==> src/rtl/clrle_pkg.sv <==
package clrle_pkg;

  localparam int LenWidth   = 4;
  localparam int SymWidth   = 5;
  localparam int ExtraWidth = 7;
  localparam int EwWidth    = 3;
  localparam int CountWidth = 8;

  localparam logic [SymWidth-1:0]   SYM_REPEAT     = 5'd16;
  localparam logic [SymWidth-1:0]   SYM_ZERO_SHORT = 5'd17;
  localparam logic [SymWidth-1:0]   SYM_ZERO_LONG  = 5'd18;

  localparam logic [EwWidth-1:0]    EW_REPEAT      = 3'd2;
  localparam logic [EwWidth-1:0]    EW_ZERO_SHORT  = 3'd3;
  localparam logic [EwWidth-1:0]    EW_ZERO_LONG   = 3'd7;

  localparam logic [CountWidth-1:0] REPEAT_MAX     = 8'd6;
  localparam logic [CountWidth-1:0] ZERO_MAX       = 8'd138;
  localparam logic [CountWidth-1:0] SHORT_MIN      = 8'd3;
  localparam logic [CountWidth-1:0] LONG_MIN       = 8'd11;

  typedef enum logic [1:0] {
    KIND_IDLE    = 2'd0,
    KIND_ZERO    = 2'd1,
    KIND_NONZERO = 2'd2
  } kind_t;

  typedef struct packed {
    logic [SymWidth-1:0]   symbol;
    logic [ExtraWidth-1:0] extra_value;
    logic [EwWidth-1:0]    extra_width;
  } entry_t;

  typedef struct packed {
    logic [1:0] cnt;
    entry_t     e0;
    entry_t     e1;
  } flush_t;

  typedef struct packed {
    entry_t e;
    logic   item_done;
    logic   sequence_done;
  } result_t;

  function automatic entry_t literal_f(input logic [LenWidth-1:0] value);
    entry_t r;
    r.symbol      = {1'b0, value};
    r.extra_value = '0;
    r.extra_width = '0;
    return r;
  endfunction

  // symbols that close a pending run
  function automatic flush_t flush_f(input kind_t kind,
                                     input logic [CountWidth-1:0] count,
                                     input logic [LenWidth-1:0] value);
    flush_t f;
    logic [CountWidth-1:0] d_long;
    logic [CountWidth-1:0] d_short;
    d_long  = count - LONG_MIN;
    d_short = count - SHORT_MIN;
    f.cnt = 2'd0;
    f.e0  = literal_f('0);
    f.e1  = literal_f('0);
    unique case (kind)
      KIND_ZERO: begin
        if (count >= LONG_MIN) begin
          f.cnt = 2'd1;
          f.e0.symbol      = SYM_ZERO_LONG;
          f.e0.extra_value = d_long[ExtraWidth-1:0];
          f.e0.extra_width = EW_ZERO_LONG;
        end else if (count >= SHORT_MIN) begin
          f.cnt = 2'd1;
          f.e0.symbol      = SYM_ZERO_SHORT;
          f.e0.extra_value = d_short[ExtraWidth-1:0];
          f.e0.extra_width = EW_ZERO_SHORT;
        end else begin
          f.cnt = count[1:0];
        end
      end
      KIND_NONZERO: begin
        if (count >= SHORT_MIN) begin
          f.cnt = 2'd1;
          f.e0.symbol      = SYM_REPEAT;
          f.e0.extra_value = d_short[ExtraWidth-1:0];
          f.e0.extra_width = EW_REPEAT;
        end else begin
          f.cnt = count[1:0];
          f.e0  = literal_f(value);
          f.e1  = literal_f(value);
        end
      end
      default: begin
        f.cnt = 2'd0;
      end
    endcase
    return f;
  endfunction

endpackage

==> src/rtl/clrle_len_if.sv <==
interface clrle_len_if;
  logic                            valid;
  logic                            ready;
  logic [clrle_pkg::LenWidth-1:0]  len_value;
  logic                            last_in;

  modport source (output valid, output len_value, output last_in, input ready);
  modport sink   (input valid, input len_value, input last_in, output ready);
endinterface

==> src/rtl/clrle_sym_if.sv <==
interface clrle_sym_if;
  logic                              valid;
  logic                              ready;
  logic [clrle_pkg::SymWidth-1:0]    symbol;
  logic [clrle_pkg::ExtraWidth-1:0]  extra_value;
  logic [clrle_pkg::EwWidth-1:0]     extra_width;
  logic                              item_done;
  logic                              sequence_done;

  modport source (output valid, output symbol, output extra_value, output extra_width,
                  output item_done, output sequence_done, input ready);
  modport sink   (input valid, input symbol, input extra_value, input extra_width,
                  input item_done, input sequence_done, output ready);
endinterface

==> src/rtl/code_length_run_length_encoder_unit.sv <==
// channel   dir  payload                                                   items
// lengths   in   len_value, last_in                                        one length
// symbols   out  symbol, extra_value, extra_width, item_done, sequence_done one symbol
//
// an accepted length updates the run state in the same cycle and writes 0..3 symbols
// into an 8-entry result queue; the first symbol is offered the cycle after if the queue was empty
// lengths are taken at one per cycle while at least 3 queue entries are free
// symbols leave at one per cycle, so long stalls on symbols fill the queue and stop input
// rst (synchronous) empties the queue and returns the run state to idle
module code_length_run_length_encoder_unit (
  input logic         clk,
  input logic         rst,
  clrle_len_if.sink   lengths,
  clrle_sym_if.source symbols
);

  localparam int Depth  = 8;
  localparam int PtrW   = $clog2(Depth);
  localparam int CntW   = PtrW + 1;

  clrle_pkg::kind_t                      run_kind, run_kind_next;
  logic [clrle_pkg::CountWidth-1:0]      run_count, run_count_next;
  logic [clrle_pkg::LenWidth-1:0]        run_value, run_value_next;

  clrle_pkg::result_t                    queue [Depth];
  logic [PtrW-1:0]                       wr_ptr;
  logic [PtrW-1:0]                       rd_ptr;
  logic [CntW-1:0]                       fill;

  clrle_pkg::result_t                    res [3];
  logic [1:0]                            n_res;
  logic                                  accept;
  logic                                  pop;

  assign lengths.ready = (fill <= CntW'(Depth - 3));
  assign accept        = lengths.valid & lengths.ready;
  assign pop           = symbols.valid & symbols.ready;

  always_comb begin
    clrle_pkg::kind_t                 k;
    logic [clrle_pkg::CountWidth-1:0] c;
    logic [clrle_pkg::LenWidth-1:0]   rv;
    logic [clrle_pkg::LenWidth-1:0]   v;
    clrle_pkg::flush_t                f;
    logic [1:0]                       n;

    k  = run_kind;
    c  = run_count;
    rv = run_value;
    v  = lengths.len_value;
    n  = 2'd0;
    f  = '0;
    for (int i = 0; i < 3; i++) begin
      res[i].e             = clrle_pkg::literal_f('0);
      res[i].item_done     = 1'b0;
      res[i].sequence_done = 1'b0;
    end
    if (k != clrle_pkg::KIND_ZERO && k != clrle_pkg::KIND_NONZERO) begin
      k = clrle_pkg::KIND_IDLE;
    end

    if (v == '0) begin
      if (k != clrle_pkg::KIND_ZERO) begin
        f = clrle_pkg::flush_f(k, c, rv);
        if (f.cnt >= 2'd1 && n < 2'd3) begin
          res[n].e = f.e0;
          n = n + 2'd1;
        end
        if (f.cnt >= 2'd2 && n < 2'd3) begin
          res[n].e = f.e1;
          n = n + 2'd1;
        end
        k = clrle_pkg::KIND_ZERO;
        c = '0;
      end
      c = c + clrle_pkg::CountWidth'(1);
      if (c >= clrle_pkg::ZERO_MAX) begin
        f = clrle_pkg::flush_f(k, c, rv);
        if (n < 2'd3) begin
          res[n].e = f.e0;
          n = n + 2'd1;
        end
        k = clrle_pkg::KIND_IDLE;
        c = '0;
      end
    end else if (k == clrle_pkg::KIND_NONZERO && rv == v) begin
      c = c + clrle_pkg::CountWidth'(1);
      if (c >= clrle_pkg::REPEAT_MAX) begin
        f = clrle_pkg::flush_f(k, c, rv);
        if (n < 2'd3) begin
          res[n].e = f.e0;
          n = n + 2'd1;
        end
        k = clrle_pkg::KIND_IDLE;
        c = '0;
      end
    end else begin
      f = clrle_pkg::flush_f(k, c, rv);
      if (f.cnt >= 2'd1 && n < 2'd3) begin
        res[n].e = f.e0;
        n = n + 2'd1;
      end
      if (f.cnt >= 2'd2 && n < 2'd3) begin
        res[n].e = f.e1;
        n = n + 2'd1;
      end
      if (n < 2'd3) begin
        res[n].e = clrle_pkg::literal_f(v);
        n = n + 2'd1;
      end
      k  = clrle_pkg::KIND_NONZERO;
      rv = v;
      c  = '0;
    end

    if (lengths.last_in) begin
      f = clrle_pkg::flush_f(k, c, rv);
      if (f.cnt >= 2'd1 && n < 2'd3) begin
        res[n].e = f.e0;
        n = n + 2'd1;
      end
      if (f.cnt >= 2'd2 && n < 2'd3) begin
        res[n].e = f.e1;
        n = n + 2'd1;
      end
      k  = clrle_pkg::KIND_IDLE;
      c  = '0;
      rv = '0;
    end

    if (n != 2'd0) begin
      res[n - 2'd1].item_done     = 1'b1;
      res[n - 2'd1].sequence_done = lengths.last_in;
    end

    n_res          = n;
    run_kind_next  = k;
    run_count_next = c;
    run_value_next = rv;
  end

  always_ff @(posedge clk) begin
    if (rst) begin
      run_kind  <= clrle_pkg::KIND_IDLE;
      run_count <= '0;
      run_value <= '0;
    end else if (accept) begin
      run_kind  <= run_kind_next;
      run_count <= run_count_next;
      run_value <= run_value_next;
    end
  end

  // result queue
  always_ff @(posedge clk) begin
    if (accept) begin
      for (int i = 0; i < 3; i++) begin
        if (2'(i) < n_res) begin
          queue[wr_ptr + PtrW'(i)] <= res[i];
        end
      end
    end
  end

  always_ff @(posedge clk) begin
    if (rst) begin
      wr_ptr <= '0;
      rd_ptr <= '0;
      fill   <= '0;
    end else begin
      if (accept) begin
        wr_ptr <= wr_ptr + PtrW'(n_res);
      end
      if (pop) begin
        rd_ptr <= rd_ptr + PtrW'(1);
      end
      fill <= fill + (accept ? CntW'(n_res) : CntW'(0)) - (pop ? CntW'(1) : CntW'(0));
    end
  end

  assign symbols.valid         = (fill != '0);
  assign symbols.symbol        = queue[rd_ptr].e.symbol;
  assign symbols.extra_value   = queue[rd_ptr].e.extra_value;
  assign symbols.extra_width   = queue[rd_ptr].e.extra_width;
  assign symbols.item_done     = queue[rd_ptr].item_done;
  assign symbols.sequence_done = queue[rd_ptr].sequence_done;

endmodule
==> src/flat_wrapper.sv <==
// flat-port wrapper written by rule: the top's interface ports become plain ports
module code_length_run_length_encoder_unit_flat 
  (clk, rst, lengths_valid, lengths_len_value, lengths_last_in, lengths_ready, symbols_valid, symbols_symbol, symbols_extra_value, symbols_extra_width, symbols_item_done, symbols_sequence_done, symbols_ready);
  clrle_len_if lengths_i ();
  clrle_sym_if symbols_i ();
  input logic clk;
  input logic rst;
  input wire logic [$bits(lengths_i.valid)-1:0] lengths_valid;
  input wire logic [$bits(lengths_i.len_value)-1:0] lengths_len_value;
  input wire logic [$bits(lengths_i.last_in)-1:0] lengths_last_in;
  output wire logic [$bits(lengths_i.ready)-1:0] lengths_ready;
  output wire logic [$bits(symbols_i.valid)-1:0] symbols_valid;
  output wire logic [$bits(symbols_i.symbol)-1:0] symbols_symbol;
  output wire logic [$bits(symbols_i.extra_value)-1:0] symbols_extra_value;
  output wire logic [$bits(symbols_i.extra_width)-1:0] symbols_extra_width;
  output wire logic [$bits(symbols_i.item_done)-1:0] symbols_item_done;
  output wire logic [$bits(symbols_i.sequence_done)-1:0] symbols_sequence_done;
  input wire logic [$bits(symbols_i.ready)-1:0] symbols_ready;
  assign lengths_i.valid = lengths_valid;
  assign lengths_i.len_value = lengths_len_value;
  assign lengths_i.last_in = lengths_last_in;
  assign lengths_ready = lengths_i.ready;
  assign symbols_valid = symbols_i.valid;
  assign symbols_symbol = symbols_i.symbol;
  assign symbols_extra_value = symbols_i.extra_value;
  assign symbols_extra_width = symbols_i.extra_width;
  assign symbols_item_done = symbols_i.item_done;
  assign symbols_sequence_done = symbols_i.sequence_done;
  assign symbols_i.ready = symbols_ready;
  code_length_run_length_encoder_unit u_core (.clk(clk), .rst(rst), .lengths(lengths_i), .symbols(symbols_i));
endmodule
==> config.mk <==
export PLATFORM = sky130hd
export DESIGN_NAME = code_length_run_length_encoder_unit_flat
export DESIGN_NICKNAME = d
export VERILOG_FILES = /design/src/rtl/clrle_pkg.sv /design/src/rtl/clrle_len_if.sv /design/src/rtl/clrle_sym_if.sv /design/src/rtl/code_length_run_length_encoder_unit.sv /design/src/flat_wrapper.sv
export SDC_FILE = /design/constraint.sdc
export NUM_CORES = 1
export LEC_CHECK = 0
export BUFFER_PORTS_ARGS = -buffer_cell sky130_fd_sc_hd__buf_2
export CAP_MARGIN = 30
export CORE_AREA = 2 2 187 189
export CTS_BUF_LIST = sky130_fd_sc_hd__clkbuf_8
export DETAILED_ROUTE_END_ITERATION = 16
export DIE_AREA = 0 0 189 191
export HOLD_SLACK_MARGIN = 0.06
export PLACE_DENSITY = 0.53
export REMOVE_ABC_BUFFERS = 1
export SYNTH_ARGS = -nofsm -noshare
export SYNTH_HDL_FRONTEND = slang
export SYNTH_SLANG_ARGS = --single-unit
==> constraint.sdc <==
create_clock -name clk -period 8.25 [get_ports clk]
set_input_delay 0 -clock clk [delete_from_list [all_inputs] [get_ports clk]]
set_output_delay 0 -clock clk [all_outputs]
set_load 0.02 [all_outputs]
# Word level (Yosys, flattened, before mapping)
# Memories as Yosys holds them, arrays and structs flattened. A register that Yosys moved wholly into a read port is not among the register bits.
# Index checks and enable logic that the tools add are counted.
# classes
add_sub_neg	23
magnitude_cmp	40
n_eq_ne	10
n_mux	138
bitwise_logic	9
reduce_logical	16
# op_table
cell	count
two-way mux 51 bit	15
bitwise mux 51 bit	8
two-way mux 15 bit	26
demux 17 bit (select 2 bit)	8
two-way mux 17 bit	10
one-hot mux 15 bit (2 select lines)	4
two-way mux 2 bit	36
two-way mux 8 bit	7
two-way mux 36 bit	1
greater-or-equal comparator 8 x 2 -> 1 bit, second input constant	4
greater-or-equal comparator 8 x 4 -> 1 bit, second input constant	4
two-way mux 14 bit	2
subtractor 7 x 2 -> 7 bit, second input constant	4
subtractor 7 x 4 -> 7 bit, second input constant	4
greater-or-equal comparator 3 bit, second input constant	7
< comparator 3 x 1 -> 1 bit, second input constant	7
NOT 2 -> 3 bit	7
adder 8 x 1 -> 8 bit, second input constant	2
two-way mux 1 bit	14
logical AND 1 bit	13
adder 2 x 1 -> 2 bit, second input constant	6
< comparator 2 bit, second input constant	6
two-way mux 4 bit	3
greater-or-equal comparator 8 x 3 -> 1 bit, second input constant	1
23 further kinds	37
# totals
regBits	24
mem_bits_rw	136
in_bits	9
n_memories	1
# memory_table
memory	words	word_bits	read_ports	rd_ports_with_merged_regs	write_ports	line_no	source
u_core.queue	8	17	1	1	3	code_length_run_length_encoder_unit.sv:25	clrle_pkg::result_t queue [Depth];

# Depth between registers and ports, before layout
# Gate-level depths: netlist of run 1.
# depth
depth_word	37
depth_mapped	38

# Worst setup path after synthesis of run 1
# OpenSTA, ideal clock, no wires.
# synth_path
kind	reg2reg
start	register u_core.run_kind[1]
end	memory u_core.queue[2][0] in the netlist's numbering (enable)
setup_time_ns	0.414
t_arrival_ns	7.700
setup_slack_ns	0.136
path_stages_with_launch	33
path_buffers	6
path_cell_list	dfxtp_1 -> inv_1 -> ha_1 -> buf_2 -> clkbuf_1 -> buf_1 -> nand2_1 -> inv_1 -> ha_1 -> and3b_1 -> nor4_1 -> o211ai_1 -> and3_1 -> clkbuf_1 -> a21oi_1 -> inv_1 -> ha_1 -> nand2b_1 -> a211oi_1 -> a31oi_1 -> buf_4 -> o31a_2 -> xnor2_1 -> inv_1 -> ha_1 -> nand2b_1 -> nor3_1 -> a32oi_4 -> a21oi_2 -> buf_2 -> nand3_1 -> o31a_1 -> o31ai_1
# synth_rtl
element	line_no	source
start: declaration	code_length_run_length_encoder_unit.sv:21	clrle_pkg::kind_t run_kind, run_kind_next;
start signal: assignment	code_length_run_length_encoder_unit.sv:144	run_kind <= clrle_pkg::KIND_IDLE;
start signal: assignment	code_length_run_length_encoder_unit.sv:148	run_kind <= run_kind_next;
end: declaration	code_length_run_length_encoder_unit.sv:25	

==> results of run 1 <==
[how the worst min path moves through the flow]
| stage | from | end | depth (start not counted) | slack [ps] |
|---|---|---|---|---|
| after detailed placement | lengths_len_value[2] | u_core.run_value[2] | 3 | 420 |
| final | lengths_valid | u_core.wr_ptr[0] | 5 | 90 |
| after CTS | lengths_valid | u_core.wr_ptr[0] | 5 | 70 |
| after floorplan | rst | u_core.fill[1] | 1 | 70 |
| after global placement | lengths_len_value[3] | u_core.run_value[3] | 3 | 420 |
| after global routing | lengths_valid | u_core.wr_ptr[0] | 5 | 100 |
[stage by stage]
stage	std cells	hold WS [ps]
after floorplan	1216	66.7
after global placement	1738	416
after detailed placement	1746	417
after CTS	1788	67.4
after global routing	1788	101
final	1788	90.2
[cell families after synthesis]
group                    count (synthesis)  synth area share [%]
AND/OR/NAND/NOR                        396                  15.0
XOR/XNOR                                33                  2.32
multiplexers                           216                  21.3
AO/OA/AOI/OAI                          330                  17.6
buffers and inverters                  135                  4.64
flip-flops                             155                  35.2
adder cells (fa/ha/maj)                 38                  3.88
other                                    2                0.0603
[per-layer routing]
layer  global-route usage (%)  share of wire [%]  up-vias
li1                         -                  -     4937
met1                     30.5                 44     5323
met2                     38.9                 48      392
met3                     3.27                5.2       45
met4                     6.19                1.9        0
met5                        0                  0        -
[what timing repair did]
action | 4_1_cts | 5_1_grt
hold endpoints to repair | 24 | 0
endpoints found under the setup margin | 0 | 32
gates resized for setup | 0 | 2
hold buffers | 10 | 0
[power by group through the flow]
| stage | registers (mW) | clock network [mW] | logic, mW |
|---|---|---|---|
| final | 0.938 | 0.642 | 0.643 |
| after global routing | 0.944 | 0.680 | 0.705 |
| after CTS | 0.939 | 0.654 | 0.652 |
| after detailed placement | 0.956 | 0 | 0.644 |
| after global placement | 0.956 | 0 | 0.640 |
| after floorplan | 0.980 | 0 | 0.418 |
[registers in the layout, indices dropped and copies added, names as in the netlist, named ones only]
register / cells
u_core.rd_ptr: 3
u_core.run_value: 4
u_core.fill: 4
u_core.wr_ptr: 3
u_core.queue: 128
u_core.run_count: 8
u_core.run_kind: 2
[cells in the final DEF, fill, tap and decap left out, types with 24 or more instances in the layout]
cell type  instances
edfxtp_1         128
mux2i_1          129
buf_2             31
o21ai_0           79
xnor2_1           26
inv_1             45
nor2_1           105
mux4_2            33
o21ai_1           25
nand2_1          130
nand3_1           42
a22oi_1           24
ha_1              33
nor3_1            31
dfxtp_1           26
mux2_2            53
buf_4             40
a21oi_1           77
[worst register-to-register path, stage by stage (launching register included)]
cell and delay, ps:
dfxtp_1 350, inv_1 60, ha_1 330, nand2_1 160
inv_1 130, ha_1 230, nand2_1 100, nor4_2 460
o21a_1 300, a21oi_1 160, o21ai_0 320, inv_1 170
ha_1 250, a41oi_2 310, o211a_2 420, a211o_1 240
o31a_2 250, mux2_2 400, ha_1 230, nand2b_1 210
or2_0 380, a41oi_4 560, nand2_1 170, nor2_1 400
nor4b_1 120, or3_2 690
[cell type report]
cell class / count / area, um2
well taps: 455 / 569
clock inverters: 9 / 119
multi-input cells: 1015 / 7530
clock buffers: 23 / 317
fillers: 3391 / 20400
flip-flops and latches: 155 / 4390
repair buffers: 85 / 641
inverters: 46 / 173
==> metrics.csv, run 1 <==
stage,metric,value,unit
clocking,clock_latency,490,ps
finish,final_core_util,40.2,%
timing,slew_viol_final,0,
die,io-pin-count,28,
die,dieHeight,191,um
finish,areaGrowthSynthToFinish,10.3,%
placed_design,dp_worst_setup_slack,623,ps
power,p_seq_share,42.2,%
run_status,outcome,finished clean,
synth,netlist_area,12400,um2
power,ir_worst_vdd,0.0951,mV
placed_design,place_area,13200,um2
power,power_frac_comb,28.9,%
power,p_switching,0.699,mW
clocking,numCtsBuffers,17,
synth,ys_seq_area_share,35.2,%
setup_path,path_delay_family,simple AND/OR/NAND/NOR gates,
setup_path,cp.arrival,7910,ps
placed_design,place_congestion,0.947,
route,via_per_inst,5.98,
synth,synth_top_area_cell,edfxtp_1,
route,drcViolationCount,0,
clocking,cts_setup_buffers,0,
setup_path,critPathBufInv,3,
power,finalPower,2.22,mW
synth,synthArstFlopShare,0,%
timing,tns,0,ps
setup_path,crit_top_cell,ha_1,
synth,avgSynthCellArea,9.54,um2
synth,ys_ff_latch,155,
power,pwr-share-clk,28.9,%
setup_path,startpoint,u_core.run_kind[1],
setup_path,cp_num_cells,25,
timing,period_needed,7760,ps
setup_path,r2r-end,u_core.queue[0][10],
clocking,htree_levels,4,
finish,drive_gt1_share,17.3,%
power,switching_share,31.5,%
global_routing,track_usage,22.9,%
route,drt_iter0_markers,945,
setup_path,path_max_fanout,16,
power,p_per_area,162,nW/um2
timing,rsz0062_at_grt,false,
route,vias,10700,
die,die_area,36100,um2
clocking,cts_sinks,155,
timing,maxSlewHeadroom,37.0,%
setup_path,crit_end,u_core.queue[0][10],
synth,synth_common_cells,"nand2_1 (130), mux2i_1 (129), edfxtp_1 (128)",
clocking,cts_tree,done,
die,die_w,189,um
setup_path,r2r_cells,25,
setup_path,r2r_slack,490,ps
power,p_leak,4.87,nW
flow_run,max_cap_viol_count,0,
finish,final_area,13700,um2
timing,hold_viol_final,0,
finish,fin_nets,1364,
setup_path,slowest_stage,or3_2,
clocking,cts_root_buf,clkbuf_8,
timing,fin_ws,487,ps
clocking,path_clk_slew,100,ps
setup_path,criticalPathCategory,reg2reg,
route,post_drt_wl_per_cell,23.0,um
global_routing,grt-ovfl-total,0,
synth,synthTopCellsByArea,"edfxtp_1 (31%), mux2i_1 (10%), mux4_2 (6.0%)",
die,rows,68,
synth,synth_flop_cell,edfxtp_1,
global_routing,grt_max_degree,36,
die,core_area,34100,um2
setup_path,startpoint_type,flip-flop,
timing,setup_violations,0,
synth,ys_types,93,
global_routing,antenna_found_initial,0,
setup_path,end_kind,flip-flop,
synth,yosysMostFrequentCell,nand2_1,
route,drtAntennaViolNets,0,
min_path,min_path_type,in2reg,
synth,synth_cells,1305,
timing,clock_skew,24.9,ps
setup_path,cpPeakStageDelay,690,ps
power,p_int,1.52,mW
finish,diodes,0,
setup_path,r2r_start,u_core.run_kind[1],
route,first_pass_iters,5,
synth,synth_edf_count,128,
die,initial_core_util,36.5,%
synth,yosys_warnings,0,
clocking,max-clock-path-buffers,2,
placed_design,port_buffers,27,
timing,finalCritPeriodShare,94.1,%
timing,fmax,129,MHz
synth,yosysTopAreaCellShare,30.9,%
placed_design,hpwl,29400,um
setup_path,required,8400,ps
route,drt-total-wl,41100,um
global_routing,grt_pass1_vias,10100,
timing,worstMarginPinSlew,941,ps
global_routing,grt_pass1_wl,62800,um
(Power assumes the default switching activity.)
==> inputs of run 2 (changes only) <==
CELL_PAD_IN_SITES_DETAIL_PLACEMENT = 0   (was unset)
CELL_PAD_IN_SITES_GLOBAL_PLACEMENT = 2   (was unset)
PLACE_DENSITY = 0.76   (was 0.53)
==> metrics.csv, run 2 (synthesis gave the netlist of run 1 again) <==
stage,metric,value,unit,change
route,vias,10600,,-0.46%
power,p_per_area,154,nW/um2,-4.8%
route,via_per_inst,5.93,,-0.90%
timing,worstMarginPinSlew,986,ps,+44.5 ps
global_routing,antenna_found_initial,0,,unchanged
finish,areaGrowthSynthToFinish,9.96,%,
placed_design,hpwl,29800,um,+1.2%
route,first_pass_iters,6,,+1
die,die_w,189,um,unchanged
timing,tns,0,ps,unchanged
clocking,cts_sinks,155,,unchanged
clocking,numCtsBuffers,17,,unchanged
clocking,max-clock-path-buffers,2,,unchanged
placed_design,place_congestion,0.883,,-6.7%
power,p_switching,0.698,mW,-0.25%
min_path,hold_depth,5,,unchanged
finish,final_area,13700,um2,-0.30%
power,ir_worst_vdd,0.125,mV,+31%
finish,mostFrequentLayoutCell,nand2_1,,
setup_path,end_kind,flip-flop,,
global_routing,grt_pass1_wl,64700,um,+3.1%
min_path,min_path_type,in2reg,,
finish,final_core_util,40.1,%,-0.12 points
power,finalPower,2.11,mW,-5.1%
die,dieHeight,191,um,unchanged
global_routing,top_usage_layer,met2,,
timing,setup_violations,0,,unchanged
die,io-pin-count,28,,unchanged
finish,mostFrequentLayoutCells,"nand2_1 (130), mux2i_1 (129), edfxtp_1 (128)",,
flow_run,max_cap_viol_count,0,,unchanged
die,die_area,36100,um2,unchanged
setup_path,r2r_cells,27,,+8.0%
setup_path,required,8380,ps,-20 ps
die,core_area,34100,um2,unchanged
global_routing,track_usage,23.9,%,+1.0 points
timing,rsz0062_at_grt,false,,
route,drtAntennaViolNets,0,,unchanged
finish,fin_nets,1372,,+0.59%
timing,fmax,132,MHz,+2.4%
route,drt_iter0_markers,914,,-3.3%
route,post_drt_wl_per_cell,23.8,um,+3.6%
finish,largest_reg_flops,128,,unchanged
clocking,cts_tree,done,,
placed_design,dp_cells,1748,,+0.11%
timing,clock_skew,18.6,ps,-6.32 ps
clocking,htree_levels,4,,unchanged
global_routing,grt_use_met1,31.4,%,+0.85 points
finish,diodes,0,,unchanged
global_routing,grt.met2_usage,40.2,%,+1.4 points
global_routing,grt_max_degree,36,,unchanged
global_routing,grt_pass1_vias,10200,,+1.1%
setup_path,startpoint_type,flip-flop,,
timing,hold_viol_final,0,,unchanged
timing,maxSlewHeadroom,34.0,%,-3.0 points
timing,fin_ws,668,ps,+181 ps
timing,slew_viol_final,0,,unchanged
die,rows,68,,unchanged
placed_design,dp_worst_setup_slack,295,ps,-327 ps
run_status,outcome,finished clean,,
power,p_int,1.41,mW,-7.3%
timing,holdWs,96.7,ps,+6.43 ps
timing,finalCritPeriodShare,91.9,%,-2.2 points
placed_design,port_buffers,27,,unchanged
power,power_frac_comb,30.2,%,+1.3 points
route,drcViolationCount,0,,unchanged
setup_path,cp.arrival,7720,ps,-190 ps
timing,period_needed,7580,ps,-181 ps
clocking,cts_root_buf,clkbuf_8,,
power,pwr-share-clk,25.3,%,-3.6 points
clocking,clock_latency,480,ps,about the same
placed_design,place_area,13200,um2,-0.13%
setup_path,criticalPathCategory,reg2reg,,
setup_path,path_max_fanout,16,,unchanged
die,initial_core_util,36.5,%,unchanged
route,drt-total-wl,42800,um,+4.1%
finish,top_register,u_core.queue,,
power,p_leak,4.86,nW,-0.27%
power,switching_share,33.1,%,+1.6 points
finish,drive_gt1_share,18.0,%,+0.72 points
power,p_seq_share,44.5,%,+2.3 points
finish,final_cells,1796,,+0.45%
global_routing,gr-usage-met3,3.21,%,-0.055 points
global_routing,grt-ovfl-total,0,,unchanged
clocking,path_clk_slew,90,ps,about the same
finish,top_regs,"u_core.queue: 128 flops, u_core.run_count: 8 flops",,
[run 2: repair_timing]
action,4_1_cts,5_1_grt
setup endpoints to repair,0,157
gates resized for setup,0,7
endpoints found under the hold margin,24,0
hold buffers,10,0
setup buffers,0,6
[run 2: worst paths after layout]
kind                            from                   to  slack, ps
setup / recovery  u_core.run_kind[0]  u_core.queue[4][15]        670
hold / removal         lengths_valid     u_core.wr_ptr[0]        100
setup reg to reg  u_core.run_kind[0]  u_core.queue[4][15]        670
hold reg to reg     u_core.rd_ptr[2]     u_core.rd_ptr[2]        530
[run 2: final cells by class]
type | count | area (um2)
Clock inverter | 15 | 110
Multi-Input combinational cell | 1015 | 7550
Timing Repair Buffer | 93 | 668
Fill cell | 3387 | 20400
Inverter | 46 | 173
Sequential cell | 155 | 4390
Clock buffer | 17 | 234
Tap cell | 455 | 569
[run 2: critical path, stage by stage (launching register included)]
cell and delay, ps:
dfxtp_1 390, ha_2 370, nand2_1 170, inv_1 140, ha_1 270, and3b_1 250, nor4_1 480, o211ai_1 190
and3_1 280, a21oi_1 290, inv_1 80, ha_1 370, nand2b_1 190, a211oi_1 180, a31oi_1 150, o31a_2 380
xnor2_1 170, buf_4 170, inv_1 60, ha_1 230, nand2b_1 220, o21ai_0 180, o311ai_1 170, xnor2_2 330
inv_1 300, nor2_1 370, nor4b_1 100, or3_2 730
[run 2: power groups by stage]
stage,logic [mW],registers [mW],clock network (mW)
final,0.638,0.938,0.534
after global placement,0.631,0.955,0
after detailed placement,0.634,0.956,0
after global routing,0.698,0.944,0.573
after CTS,0.641,0.938,0.546
after floorplan,0.418,0.980,0
[run 2: layer usage]
metal,vias to the layer above,routed length (um)
li1,4961,-
met2,344,20700
met5,-,0
met3,68,2160
met4,0,1370
met1,5275,18600
==> inputs of run 3 (changes only) <==
PLACE_DENSITY = 0.86   (was 0.76)
==> metrics.csv, run 3 (synthesis gave the netlist of run 1 again) <==
stage,metric,value,unit,change
run_status,outcome,finished clean,,
timing,worstMarginPinSlew,970,ps,-15.3 ps
die,rows,68,,unchanged
clocking,htree_levels,4,,unchanged
min_path,min_path_type,in2reg,,
timing,finalCritPeriodShare,93.6,%,+1.7 points
route,via_per_inst,5.97,,+0.74%
finish,mostFrequentLayoutCell,nand2_1,,
die,die_area,36100,um2,unchanged
finish,largest_reg_flops,128,,unchanged
finish,drive_gt1_share,17.9,%,-0.061 points
placed_design,dp_worst_setup_slack,680,ps,+384 ps
finish,mostFrequentLayoutCells,"nand2_1 (130), mux2i_1 (129), edfxtp_1 (128)",,
global_routing,grt_max_degree,36,,unchanged
setup_path,end_kind,flip-flop,,
placed_design,port_buffers,27,,unchanged
timing,rsz0062_at_grt,false,,
timing,clock_skew,22.8,ps,+4.18 ps
placed_design,place_congestion,0.889,,+0.63%
setup_path,cpPeakStageDelay,470,ps,-260 ps
timing,fmax,130,MHz,-1.8%
finish,top_regs,"u_core.queue: 128 flops, u_core.run_count: 8 flops",,
clocking,cts_sinks,155,,unchanged
timing,slew_viol_final,0,,unchanged
setup_path,r2r_slack,530,ps,-140 ps
setup_path,slowest_stage,o21ai_0,,
route,post_drt_wl_per_cell,22.7,um,-4.7%
die,initial_core_util,36.5,%,unchanged
timing,tns,0,ps,unchanged
global_routing,grt-ovfl-total,0,,unchanged
route,drt_iter0_markers,982,,+7.4%
die,dieHeight,191,um,unchanged
route,first_pass_iters,6,,unchanged
clocking,cts_tree,done,,
die,io-pin-count,28,,unchanged
global_routing,track_usage,22.6,%,-1.3 points
global_routing,grt_pass1_wl,62600,um,-3.4%
finish,top_register,u_core.queue,,
clocking,path_clk_slew,100,ps,about the same
setup_path,path_max_fanout,16,,unchanged
finish,diodes,0,,unchanged
die,die_w,189,um,unchanged
power,ir_worst_vdd,0.0940,mV,-25%
timing,setup_violations,0,,unchanged
clocking,clock_latency,480,ps,about the same
global_routing,grt_pass1_vias,10400,,+1.9%
clocking,numCtsBuffers,17,,unchanged
placed_design,hpwl,29100,um,-2.3%
flow_run,max_cap_viol_count,0,,unchanged
finish,fin_nets,1371,,-0.073%
finish,areaGrowthSynthToFinish,10.8,%,
route,vias,10700,,+0.69%
route,drt-total-wl,40800,um,-4.7%
clocking,cts_root_buf,clkbuf_8,,
timing,fin_ws,529,ps,-139 ps
power,p_per_area,160,nW/um2,+3.5%
global_routing,antenna_found_initial,0,,unchanged
timing,maxSlewHeadroom,35.1,%,+1.1 points
timing,hold_viol_final,0,,unchanged
setup_path,cp.arrival,7860,ps,+140 ps
clocking,max-clock-path-buffers,2,,unchanged
setup_path,startpoint_type,flip-flop,,
route,drcViolationCount,0,,unchanged
route,drtAntennaViolNets,0,,unchanged
timing,period_needed,7720,ps,+139 ps
power,p_leak,4.89,nW,+0.68%
die,core_area,34100,um2,unchanged
clocking,cts_setup_buffers,0,,unchanged
setup_path,criticalPathCategory,reg2reg,,
setup_path,required,8390,ps,about the same
[run 3: cell count changes in the layout (fill, tap and decap cells not counted), sizes merged]
cell	before	now
buf	83	81
clkinv	9	7
dlygate4sd3	10	11
clkinvlp	3	0
inv	48	53
[run 3: critical path: cells and delay by family, from the launching register on]
family / cells / cell delay [ps]
buffers and inverters: 8 / 1760
DFF: 1 / 350
AOI/OAI and AO/OA: 10 / 2740
and+or+nand+nor: 5 / 1080
xor gates and xnor gates: 1 / 150
adders and majority gates: 4 / 1280
[run 3: path summary, 6_finish.rpt]
kind | startpoint | end | depth (start not counted)
setup / recovery | u_core.run_kind[1] | u_core.queue[1][12] | 28
hold / removal | lengths_valid | u_core.wr_ptr[0] | 4
setup reg to reg | u_core.run_kind[1] | u_core.queue[1][12] | 28
hold reg to reg | u_core.rd_ptr[1] | flip-flop | 2
[run 3: timing repair]
item / in CTS / in global routing
resized for setup: 0 / 2
endpoints found under the setup margin: 0 / 20
hold buffers: 11 / 0
hold endpoints to repair: 22 / 0
[run 3: layer usage]
metal	wire [um]	GRT usage [%]	share of wire (%)	vias up
met2	20000	39.2	49	401
met3	2380	2.77	5.8	64
met4	932	6.73	2.3	0
met1	17500	29.5	43	5296
met5	0	0	0	-
li1	-	-	-	4960
[run 3: stage by stage]
| stage | cells | instance area (um2) | util, % | hold slack [ps] | power [mW] |
|---|---|---|---|---|---|
| 2_1_floorplan | 1216 | 12000 | - | 66.7 | 1.40 |
| 3_3_place_gp | 1744 | 13100 | 38.5 | 411 | 1.58 |
| 3_5_place_dp | 1752 | 13300 | 38.9 | 431 | 1.60 |
| 4_1_cts | 1795 | 13800 | 40.4 | 174 | 2.21 |
| 5_1_grt | 1795 | 13800 | 40.4 | 198 | 2.30 |
| 6_report | 1795 | 13800 | 40.4 | 174 | 2.20 |
[run 3: report_power, final]
group / internal (mW) / switching (mW) / leakage [nW]
logic: 0.276 / 0.367 / 3.31
registers: 0.906 / 0.0314 / 1.37
clock network: 0.261 / 0.359 / 0.214
[run 3: final cells by class]
type                       instances  area (um2)
fill                            3388       20300
inverter                          46         173
clock buffer                      17         234
multi-input combinational       1015        7530
tap                              455         569
clock inverter                    15         188
timing repair buffer              92         718
sequential                       155        4390
